## config.mk

```make
export PLATFORM = sky130hd
export DESIGN_NAME = frame_time_budget_monitor
export DESIGN_NICKNAME = d
export VERILOG_FILES = /design/src/rtl/core/ftbm_pkg.sv /design/src/rtl/core/ftbm_div.sv /design/src/rtl/core/frame_time_budget_monitor.sv
export SDC_FILE = /design/constraint.sdc
export NUM_CORES = 2
export LEC_CHECK = 0
export ABC_AREA = 1
export ABC_CLOCK_PERIOD_IN_PS = 16980
export BUFFER_PORTS_ARGS = -buffer_cell sky130_fd_sc_hd__buf_2
export CORE_ASPECT_RATIO = 2
export CORE_UTILIZATION = 40
export DETAILED_ROUTE_END_ITERATION = 10
export MAX_ROUTING_LAYER = met4
export SYNTH_ARGS = -nofsm -noshare
export SYNTH_HDL_FRONTEND = slang
export SYNTH_SLANG_ARGS = --single-unit
```

## constraint.sdc

```tcl
create_clock -name clk -period 16.98 [get_ports clk]
set_input_delay 3.396 -clock clk [delete_from_list [all_inputs] [get_ports clk]]
set_output_delay 3.396 -clock clk [all_outputs]
set_load 0.02 [all_outputs]
```

## src/rtl/core/ftbm_pkg.sv

```systemverilog
package ftbm_pkg;

	// field widths
	localparam int FRAME_W   = 24;
	localparam int PHASE_W   = 20;
	localparam int COUNT_W   = 32;
	localparam int FPS_W     = 20;
	localparam int CLASS_W   = 3;
	localparam int CFG_IDX_W = 3;
	localparam int CFG_W     = FRAME_W;

	// running sum is wide enough for a saturated count of full-scale frames
	localparam int SUM_W = FRAME_W + COUNT_W;

	// shared divider sizing: quotient bits per pass and divisor width
	localparam int QUO_W  = (FRAME_W > FPS_W) ? FRAME_W : FPS_W;
	localparam int DIVR_W = (COUNT_W > FRAME_W) ? COUNT_W : FRAME_W;
	localparam int STEP_W = $clog2(QUO_W + 1);

	localparam logic [FPS_W-1:0] FPS_NUMERATOR = FPS_W'(1000000);

	// register reset values
	localparam logic [FRAME_W-1:0] RST_FRAME_BUDGET = FRAME_W'(16667);
	localparam logic [FRAME_W-1:0] RST_SOFT         = FRAME_W'(20000);
	localparam logic [FRAME_W-1:0] RST_CLASS_C      = FRAME_W'(25000);
	localparam logic [FRAME_W-1:0] RST_HARD         = FRAME_W'(33334);
	localparam logic [PHASE_W-1:0] RST_SHORT_PHASE  = PHASE_W'(500);
	localparam logic [PHASE_W-1:0] RST_MID_PHASE    = PHASE_W'(2000);
	localparam logic [PHASE_W-1:0] RST_TEXT_PHASE   = PHASE_W'(1500);
	localparam logic [PHASE_W-1:0] RST_RENDER_PHASE = PHASE_W'(6000);

	// command codes
	localparam logic CMD_SAMPLE = 1'b0;
	localparam logic CMD_CLEAR  = 1'b1;

	// frame classes
	localparam logic [CLASS_W-1:0] CLASS_A = 3'd0;
	localparam logic [CLASS_W-1:0] CLASS_B = 3'd1;
	localparam logic [CLASS_W-1:0] CLASS_C = 3'd2;
	localparam logic [CLASS_W-1:0] CLASS_D = 3'd3;
	localparam logic [CLASS_W-1:0] CLASS_E = 3'd4;

	// configuration register map
	typedef enum logic [CFG_IDX_W-1:0] {
		REG_FRAME_BUDGET = 3'd0,
		REG_SOFT         = 3'd1,
		REG_CLASS_C      = 3'd2,
		REG_HARD         = 3'd3,
		REG_SHORT_PHASE  = 3'd4,
		REG_MID_PHASE    = 3'd5,
		REG_TEXT_PHASE   = 3'd6,
		REG_RENDER_PHASE = 3'd7
	} cfg_reg_t;

	typedef enum logic [2:0] {
		ST_IDLE,
		ST_UPDATE,
		ST_FPS_START,
		ST_FPS_WAIT,
		ST_AVG_START,
		ST_AVG_WAIT,
		ST_WRITE
	} ftbm_state_t;

	typedef struct packed {
		logic               cmd;
		logic [FRAME_W-1:0] frame_time;
		logic [PHASE_W-1:0] input_time;
		logic [PHASE_W-1:0] event_time;
		logic [PHASE_W-1:0] layout_time;
		logic [PHASE_W-1:0] animation_time;
		logic [PHASE_W-1:0] text_time;
		logic [PHASE_W-1:0] render_time;
		logic [PHASE_W-1:0] compositor_time;
		logic [PHASE_W-1:0] presentation_time;
	} sample_t;

	typedef struct packed {
		logic               on_budget;
		logic [CLASS_W-1:0] grade;
		logic [FPS_W-1:0]   frames_per_second;
		logic [FRAME_W-1:0] minimum_frame;
		logic [FRAME_W-1:0] maximum_frame;
		logic [FRAME_W-1:0] average_frame;
		logic [COUNT_W-1:0] frame_total;
		logic [COUNT_W-1:0] budget_violations;
		logic [COUNT_W-1:0] soft_overruns;
		logic [COUNT_W-1:0] hard_overruns;
		logic [COUNT_W-1:0] phase_overruns;
		logic               throttled;
	} result_t;

	// divider start request
	typedef struct packed {
		logic              start;
		logic [QUO_W-1:0]  dividend;
		logic [DIVR_W-1:0] rem_init;
		logic [DIVR_W-1:0] divisor;
	} div_req_t;

	typedef struct packed {
		logic busy;
		logic done;
	} div_stat_t;

	// saturating counter increment
	function automatic logic [COUNT_W-1:0] sat_inc(input logic [COUNT_W-1:0] v);
		return (&v) ? v : v + COUNT_W'(1);
	endfunction

endpackage

```

## src/rtl/core/ftbm_div.sv

```systemverilog
module ftbm_div
	import ftbm_pkg::*;
(
	input  logic             clk,
	input  logic             arst_n,
	input  div_req_t         req,
	output div_stat_t        stat,
	output logic [QUO_W-1:0] quotient
);

	logic [DIVR_W-1:0] rem_q;
	logic [DIVR_W-1:0] dvs_q;
	logic [QUO_W-1:0]  dvd_q;
	logic [STEP_W-1:0] steps_q;
	logic              busy_q;
	logic              done_q;

	logic [DIVR_W:0] trial;
	logic [DIVR_W:0] diff;
	logic            take;

	// one restoring step: shift in the next dividend bit, subtract if it fits
	always_comb begin
		trial = {rem_q, dvd_q[QUO_W-1]};
		diff  = trial - {1'b0, dvs_q};
		take  = ~diff[DIVR_W];
	end

	// step counter and status
	always_ff @(posedge clk or negedge arst_n) begin
		if (!arst_n) begin
			busy_q  <= 1'b0;
			done_q  <= 1'b0;
			steps_q <= '0;
		end else begin
			done_q <= 1'b0;
			if (req.start) begin
				busy_q  <= 1'b1;
				steps_q <= STEP_W'(QUO_W);
			end else if (busy_q) begin
				steps_q <= steps_q - STEP_W'(1);
				if (steps_q == STEP_W'(1)) begin
					busy_q <= 1'b0;
					done_q <= 1'b1;
				end
			end
		end
	end

	// remainder, divisor and dividend/quotient shift register
	always_ff @(posedge clk) begin
		if (req.start) begin
			rem_q <= req.rem_init;
			dvs_q <= req.divisor;
			dvd_q <= req.dividend;
		end else if (busy_q) begin
			rem_q <= take ? diff[DIVR_W-1:0] : trial[DIVR_W-1:0];
			dvd_q <= {dvd_q[QUO_W-2:0], take};
		end
	end

	assign stat.busy = busy_q;
	assign stat.done = done_q;
	assign quotient  = dvd_q;

endmodule

```

## src/rtl/core/frame_time_budget_monitor.sv

```systemverilog
// A frame word passes through update, the fps division, the average division and the write;
// a clear word skips both divisions. A frame with zero frame time, or whose average would
// overflow, skips that division; the write waits until the output register is free.
// One word at a time: sample_ready is high only while idle. Both divisions use the shared
// restoring divider, one quotient bit per cycle, run once for fps and once for the average.
// Reset (arst_n low, asynchronous): statistics zero, limits to defaults, no result pending.
module frame_time_budget_monitor
	import ftbm_pkg::*;
(
	input  logic                 clk,
	input  logic                 arst_n,
	input  logic                 sample_valid,
	output logic                 sample_ready,
	input  sample_t              sample,
	output logic                 result_valid,
	input  logic                 result_ready,
	output result_t              result,
	input  logic                 cfg_we,
	input  logic [CFG_IDX_W-1:0] cfg_index,
	input  logic [CFG_W-1:0]     cfg_data
);

	// limits
	logic [FRAME_W-1:0] budget_lim_q, soft_lim_q, class_c_lim_q, hard_lim_q;
	logic [PHASE_W-1:0] short_lim_q, mid_lim_q, text_lim_q, render_lim_q;

	// statistics
	logic [FRAME_W-1:0] min_q, max_q;
	logic [SUM_W-1:0]   sum_q;
	logic [COUNT_W-1:0] count_q, budget_cnt_q, soft_cnt_q, hard_cnt_q, phase_cnt_q;
	logic               limited_q;

	// per-word working registers
	ftbm_state_t        state_q, state_d;
	sample_t            smp_q;
	logic               within_q;
	logic [CLASS_W-1:0] cls_q;
	logic [FPS_W-1:0]   fps_q;
	logic [FRAME_W-1:0] avg_q;
	result_t            out_q;
	logic               out_valid_q;

	div_req_t           div_req;
	div_stat_t          div_stat;
	logic [QUO_W-1:0]   div_quo;
	logic               out_load;

	logic [FRAME_W-1:0] ft;
	logic               phase_over, frame_over;
	logic [SUM_W:0]     sum_ext;
	logic [SUM_W-1:0]   sum_next;
	logic [CLASS_W-1:0] cls_next;
	logic [DIVR_W-1:0]  sum_hi, count_ext;
	logic               avg_ovf;
	logic [FRAME_W-1:0] avg_capped;

	ftbm_div u_div (
		.clk      (clk),
		.arst_n   (arst_n),
		.req      (div_req),
		.stat     (div_stat),
		.quotient (div_quo)
	);

	// frame checks and sum update
	always_comb begin
		ft = smp_q.frame_time;
		phase_over = (smp_q.input_time > short_lim_q) || (smp_q.event_time > short_lim_q) ||
			(smp_q.layout_time > mid_lim_q) || (smp_q.animation_time > mid_lim_q) ||
			(smp_q.text_time > text_lim_q) || (smp_q.render_time > render_lim_q) ||
			(smp_q.compositor_time > mid_lim_q) || (smp_q.presentation_time > text_lim_q);
		frame_over = ft > budget_lim_q;
		sum_ext    = {1'b0, sum_q} + (SUM_W + 1)'(ft);
		sum_next   = sum_ext[SUM_W] ? '1 : sum_ext[SUM_W-1:0];
		if (ft <= budget_lim_q)
			cls_next = CLASS_A;
		else if (ft <= soft_lim_q)
			cls_next = CLASS_B;
		else if (ft <= class_c_lim_q)
			cls_next = CLASS_C;
		else if (ft <= hard_lim_q)
			cls_next = CLASS_D;
		else
			cls_next = CLASS_E;
	end

	// average: upper sum bits seed the remainder; quotient too wide means cap at max
	always_comb begin
		sum_hi     = DIVR_W'(sum_q[SUM_W-1:QUO_W]);
		count_ext  = DIVR_W'(count_q);
		avg_ovf    = sum_hi >= count_ext;
		avg_capped = (div_quo > QUO_W'(max_q)) ? max_q : div_quo[FRAME_W-1:0];
	end

	// next state
	always_comb begin
		state_d = state_q;
		case (state_q)
			ST_IDLE:
				if (sample_valid) state_d = ST_UPDATE;
			ST_UPDATE:
				state_d = (smp_q.cmd == CMD_CLEAR) ? ST_AVG_START : ST_FPS_START;
			ST_FPS_START:
				state_d = (ft == '0) ? ST_AVG_START : ST_FPS_WAIT;
			ST_FPS_WAIT:
				if (div_stat.done) state_d = ST_AVG_START;
			ST_AVG_START:
				state_d = (count_q == '0 || avg_ovf) ? ST_WRITE : ST_AVG_WAIT;
			ST_AVG_WAIT:
				if (div_stat.done) state_d = ST_WRITE;
			ST_WRITE:
				if (!out_valid_q || result_ready) state_d = ST_IDLE;
			default:
				state_d = ST_IDLE;
		endcase
	end

	// sequencer outputs
	always_comb begin
		sample_ready = 1'b0;
		out_load     = 1'b0;
		div_req      = '0;
		case (state_q)
			ST_IDLE: begin
				sample_ready = 1'b1;
			end
			ST_FPS_START: begin
				div_req.start    = (ft != '0);
				div_req.dividend = QUO_W'(FPS_NUMERATOR);
				div_req.rem_init = '0;
				div_req.divisor  = DIVR_W'(ft);
			end
			ST_AVG_START: begin
				div_req.start    = (count_q != '0) && !avg_ovf;
				div_req.dividend = sum_q[QUO_W-1:0];
				div_req.rem_init = sum_hi;
				div_req.divisor  = count_ext;
			end
			ST_WRITE: begin
				out_load = !out_valid_q || result_ready;
			end
			default: begin
				sample_ready = 1'b0;
			end
		endcase
	end

	always_ff @(posedge clk or negedge arst_n) begin
		if (!arst_n)
			state_q <= ST_IDLE;
		else
			state_q <= state_d;
	end

	// configuration registers
	always_ff @(posedge clk or negedge arst_n) begin
		if (!arst_n) begin
			budget_lim_q  <= RST_FRAME_BUDGET;
			soft_lim_q    <= RST_SOFT;
			class_c_lim_q <= RST_CLASS_C;
			hard_lim_q    <= RST_HARD;
			short_lim_q   <= RST_SHORT_PHASE;
			mid_lim_q     <= RST_MID_PHASE;
			text_lim_q    <= RST_TEXT_PHASE;
			render_lim_q  <= RST_RENDER_PHASE;
		end else if (cfg_we) begin
			case (cfg_reg_t'(cfg_index))
				REG_FRAME_BUDGET: budget_lim_q  <= cfg_data[FRAME_W-1:0];
				REG_SOFT:         soft_lim_q    <= cfg_data[FRAME_W-1:0];
				REG_CLASS_C:      class_c_lim_q <= cfg_data[FRAME_W-1:0];
				REG_HARD:         hard_lim_q    <= cfg_data[FRAME_W-1:0];
				REG_SHORT_PHASE:  short_lim_q   <= cfg_data[PHASE_W-1:0];
				REG_MID_PHASE:    mid_lim_q     <= cfg_data[PHASE_W-1:0];
				REG_TEXT_PHASE:   text_lim_q    <= cfg_data[PHASE_W-1:0];
				REG_RENDER_PHASE: render_lim_q  <= cfg_data[PHASE_W-1:0];
				default:          budget_lim_q  <= budget_lim_q;
			endcase
		end
	end

	// statistics update, once per word
	always_ff @(posedge clk or negedge arst_n) begin
		if (!arst_n) begin
			min_q        <= '0;
			max_q        <= '0;
			sum_q        <= '0;
			count_q      <= '0;
			budget_cnt_q <= '0;
			soft_cnt_q   <= '0;
			hard_cnt_q   <= '0;
			phase_cnt_q  <= '0;
			limited_q    <= 1'b0;
		end else if (state_q == ST_UPDATE) begin
			if (smp_q.cmd == CMD_CLEAR) begin
				min_q        <= '0;
				max_q        <= '0;
				sum_q        <= '0;
				count_q      <= '0;
				budget_cnt_q <= '0;
				soft_cnt_q   <= '0;
				hard_cnt_q   <= '0;
				phase_cnt_q  <= '0;
				limited_q    <= 1'b0;
			end else begin
				if (frame_over || phase_over) begin
					budget_cnt_q <= sat_inc(budget_cnt_q);
					limited_q    <= 1'b1;
				end
				if (phase_over) phase_cnt_q <= sat_inc(phase_cnt_q);
				if (ft > soft_lim_q) soft_cnt_q <= sat_inc(soft_cnt_q);
				if (ft > hard_lim_q) hard_cnt_q <= sat_inc(hard_cnt_q);
				count_q <= sat_inc(count_q);
				if (min_q == '0 || ft < min_q) min_q <= ft;
				if (ft > max_q) max_q <= ft;
				sum_q <= sum_next;
			end
		end
	end

	// working registers for the word in flight
	always_ff @(posedge clk) begin
		if (sample_valid && sample_ready) smp_q <= sample;
		case (state_q)
			ST_UPDATE: begin
				within_q <= (smp_q.cmd == CMD_CLEAR) || !(frame_over || phase_over);
				cls_q    <= (smp_q.cmd == CMD_CLEAR) ? CLASS_A : cls_next;
				fps_q    <= '0;
			end
			ST_FPS_WAIT: begin
				if (div_stat.done) fps_q <= div_quo[FPS_W-1:0];
			end
			ST_AVG_START: begin
				avg_q <= (count_q != '0 && avg_ovf) ? max_q : '0;
			end
			ST_AVG_WAIT: begin
				if (div_stat.done) avg_q <= avg_capped;
			end
			default: begin
				avg_q <= avg_q;
			end
		endcase
	end

	// output register
	always_ff @(posedge clk or negedge arst_n) begin
		if (!arst_n)
			out_valid_q <= 1'b0;
		else if (out_load)
			out_valid_q <= 1'b1;
		else if (result_ready)
			out_valid_q <= 1'b0;
	end

	always_ff @(posedge clk) begin
		if (out_load) begin
			out_q.on_budget         <= within_q;
			out_q.grade             <= cls_q;
			out_q.frames_per_second <= fps_q;
			out_q.minimum_frame     <= min_q;
			out_q.maximum_frame     <= max_q;
			out_q.average_frame     <= avg_q;
			out_q.frame_total       <= count_q;
			out_q.budget_violations <= budget_cnt_q;
			out_q.soft_overruns     <= soft_cnt_q;
			out_q.hard_overruns     <= hard_cnt_q;
			out_q.phase_overruns    <= phase_cnt_q;
			out_q.throttled         <= limited_q;
		end
	end

	assign result_valid = out_valid_q;
	assign result       = out_q;

`ifndef SYNTHESIS
	// tracked minimum never passes the maximum
	a_min_le_max: assert property (@(posedge clk) disable iff (!arst_n)
		min_q <= max_q)
		else $error("minimum frame above maximum frame");

	// every phase violation is also a budget violation
	a_phase_le_budget: assert property (@(posedge clk) disable iff (!arst_n)
		phase_cnt_q <= budget_cnt_q)
		else $error("phase count above budget count");

	// divider runs and finishes only while the sequencer waits for it
	a_div_done_waited: assert property (@(posedge clk) disable iff (!arst_n)
		(div_stat.busy || div_stat.done) |->
			(state_q == ST_FPS_WAIT || state_q == ST_AVG_WAIT))
		else $error("divider active with no waiting state");

	// reported average is capped at the maximum
	a_avg_capped: assert property (@(posedge clk) disable iff (!arst_n)
		out_load |=> (out_q.average_frame <= out_q.maximum_frame))
		else $error("average frame above maximum frame");
`endif

endmodule

```

==> impl_metrics.env <==
export IMPL_critPathCaptureType="flip-flop"
export IMPL_die_h_um=530
export IMPL_antenna_found_initial=19
export IMPL_grt_max_degree=159
export IMPL_synth_flop_cell="edfxtp_1"
export IMPL_cts_tree="built"
export IMPL_crit_arrival_ns=6.36
export IMPL_cts_resized=0
export IMPL_cp_common_cell="buf_4"
export IMPL_crit_required_ns=17.30
export IMPL_reg2reg_setup_slack_ns=12.52
export IMPL_grt_overflow=0
export IMPL_syn_cell_area_mm2=0.0557
export IMPL_yosysWarnings=0
export IMPL_worstSkewPairLatency_ns=0.73
export IMPL_numCtsBuffers=98
export IMPL_post_cts_buffers=0
export IMPL_clock_sinks=1030
export IMPL_crit_chain="buf_2 > inv_1 > nor2_4 > buf_4 > buf_4 > buf_4"
export IMPL_num_io_pins=476
export IMPL_hpwl_um=148000
export IMPL_post_route_period_util_pct=35.6
export IMPL_finalSetupTns_ns=0
export IMPL_fin_crit_ns=6.04
export IMPL_clock_fmax_mhz=166
export IMPL_finalHoldViolCount=0
export IMPL_final_max_slew_viol_count=0
export IMPL_finalClockSkew_ns=0.0371
export IMPL_die_w_um=266
export IMPL_hold_depth=0
export IMPL_synth_top_area_share_pct=31.1
export IMPL_drtIter0Drc=3312
export IMPL_yosys_area_top_type="edfxtp_1"
export IMPL_viasPerCell=5.29
export IMPL_vias=45700
export IMPL_tightest_slew_ns=1.26
export IMPL_syn2layout_area_growth_pct=14.0
export IMPL_final_area_mm2=0.0636
export IMPL_drc=0
export IMPL_grt_util_met1_pct=26.2
export IMPL_crit_slowest_cell="buf_4"
export IMPL_synth_fp_nets=6878
export IMPL_hp_class="flip-flop to flip-flop"
export IMPL_cts_hold_buf=0
export IMPL_setup_viol=0
export IMPL_synthSimpleGateAreaFrac_pct=22.0
export IMPL_wl_um=193000
export IMPL_start_util_pct=40.3
export IMPL_grt_pass1_vias=46100
export IMPL_coreArea_mm2=0.138
export IMPL_synth_adder_area_share_pct=9.57
export IMPL_fin_nets=7327
export IMPL_portBuffers=475
export IMPL_critical_path_buf_inv_count=5
export IMPL_critPathMaxStageDelay_ns=0.83
export IMPL_ys_types=60
export IMPL_synth_most_common_cell="nand2_1"
export IMPL_grt_pass1_wl_um=282000
export IMPL_ff2ff_path_depth=8
export IMPL_wl_per_cell_um=22.3
export IMPL_vdd_drop_max_v=0.000102
export IMPL_drive_gt1_share_pct=11.9
export IMPL_relSlewSlack_pct=15.5
export IMPL_htreeDepth=3
export IMPL_grt_busiest_layer="met2"
export IMPL_rsz0062_at_grt="no"
export IMPL_synth_edf_count=578
export IMPL_hold_start="fps_q[9]"
export IMPL_synthMuxAreaShare_pct=0
export IMPL_grtUsageMet2_pct=49.8
export IMPL_rows=193
export IMPL_timing_rr_start="state_q[1]"
export IMPL_first_pass_iters=8
export IMPL_path_max_fanout=75
export IMPL_synth_top_family_by_area="simple AND/OR/NAND/NOR gates"
export IMPL_crit_family="buffers and inverters"
export IMPL_p_leak_nw=28.0
export IMPL_cap_violations=0
export IMPL_fill_cells=13200
export IMPL_synth_top_cells_by_count="1,536 x nand2_1, 735 x inv_1, 578 x edfxtp_1"
export IMPL_cts_buffer_depth=3
export IMPL_async_flop_share_pct=43.9
export IMPL_timing_rr_end="hard_cnt_q[20]"
export IMPL_start_kind="primary input"
export IMPL_grt_util_all_layers_pct=28.1
export IMPL_synth_xor_area_share_pct=2.47
export IMPL_ys_seq_area_share_pct=51.5
export IMPL_syn_area_per_cell_um2=8.94
export IMPL_die_area_mm2=0.141
export IMPL_place_area_mm2=0.0601
export IMPL_yosys_top_cells_area="edfxtp_1 31%, dfrtp_1 18%, nand2_1 10%, ha_1 9.5%, inv_1 4.9%"
export IMPL_critPathKind="primary input to flip-flop"
export IMPL_synth_compound_area_share_pct=7.90
export IMPL_pwr_density_cell_mw_per_mm2=147
export IMPL_syn_inst=6236
export IMPL_ant_nets=0
export IMPL_gp_congestion=1.02
export IMPL_synth_ff_latch_count=1030
export IMPL_hold_path_end="result[242]"
export IMPL_status="completed"
export IMPL_clockRootBuffer="clkbuf_16"
export IMPL_path_clk_slew_ns=0.07
export IMPL_met3_usage_pct=5.05
## worst max path at each step
stage	start	end	slack, ns	cells after the start
after global placement	sample_valid	smp_q[66]	10.26	6
after floorplan	result_ready	result[0]	2.08	2
after global routing	sample_valid	smp_q[64]	10.74	6
final	sample_valid	smp_q[71]	10.94	6
after detailed placement	sample_valid	smp_q[5]	10.20	6
after CTS	sample_valid	smp_q[66]	10.95	6
## cell families after synthesis
logic type | count (synthesis)
adder cells (fa/ha/maj) | 425
AND/OR/NAND/NOR | 2872
XOR/XNOR | 157
buffers and inverters | 930
flip-flops | 1030
AO/OA/AOI/OAI | 822
## layer usage
metal  vias to the layer above  share of wire, %
met2                      1601                52
li1                      21800                 -
met1                     21600                33
met4                         0               9.7
met3                       695               5.5
met5                         -                 0
## registers in the layout, indices dropped and copies added (netlist names), 24 cells and up
signal,cells
phase_cnt_q,32
budget_cnt_q,32
soft_lim_q,24
budget_lim_q,24
soft_cnt_q,32
class_c_lim_q,24
avg_q,24
min_q,24
count_ext,32
u_div.rem_q,32
smp_q,161
result,257
ft,24
hard_lim_q,24
hard_cnt_q,32
sum_q,56
max_q,24
u_div.dvs_q,32
u_div.quotient,24
## cells in the final DEF, fill, tap and decap left out, types with 10 or more instances in the layout
cell	netlist	final
nand4_1	158	158
clkbuf_16	0	103
o21ai_1	22	22
edfxtp_1	578	578
diode_2	0	17
clkinv_2	0	16
nor3_1	142	140
a21oi_1	256	256
nor3_2	8	10
buf_2	35	474
clkbuf_8	0	15
xnor2_1	45	45
ha_1	423	423
nor4_1	50	50
o21ai_0	421	419
buf_4	15	55
o21bai_1	16	16
inv_1	735	735
a21o_1	16	16
o21a_1	11	11
nand2_1	1536	1536
dfrtp_1	403	403
o211ai_1	10	10
nor2_1	526	524
clkbuf_1	121	18
xor2_1	112	112
nand3_1	395	394
o22ai_1	28	28
dfstp_2	49	49
## metrics by stage
step | std cells | total power, mW | utilization (%) | worst slack, ns | hold slack, ns
after floorplan | 6236 | 5.90 | - | 2.08 | 0.400
final | 8640 | 9.35 | 45.9 | 10.94 | 0.414
after global routing | 8639 | 9.94 | 45.9 | 10.74 | 0.423
after CTS | 8623 | 9.40 | 45.9 | 10.95 | 0.418
after global placement | 8437 | 6.97 | 43.4 | 10.26 | 0.402
after detailed placement | 8437 | 7.05 | 43.4 | 10.20 | 0.405
## final cells by class
class                   count  area, um^2  area share [%]
inverters                 747        2810            4.41
multi-input cells        4276       23400            36.8
clock inverters            49         558           0.878
repair buffers            532        2840            4.47
well taps                1852        2320            3.65
flip-flops and latches   1030       28700            45.2
diodes                     17        42.5          0.0669
clock buffers             137        2860            4.50
## power by group
| group | internal, mW | total [mW] | switching (mW) |
|---|---|---|---|
| logic | 0.988 | 3.35 | 2.36 |
| clock network | 1.30 | 2.33 | 1.03 |
| registers | 3.28 | 3.67 | 0.383 |
| total | 5.57 | 9.35 | 3.78 |
Power figures use the tool's default switching activity.
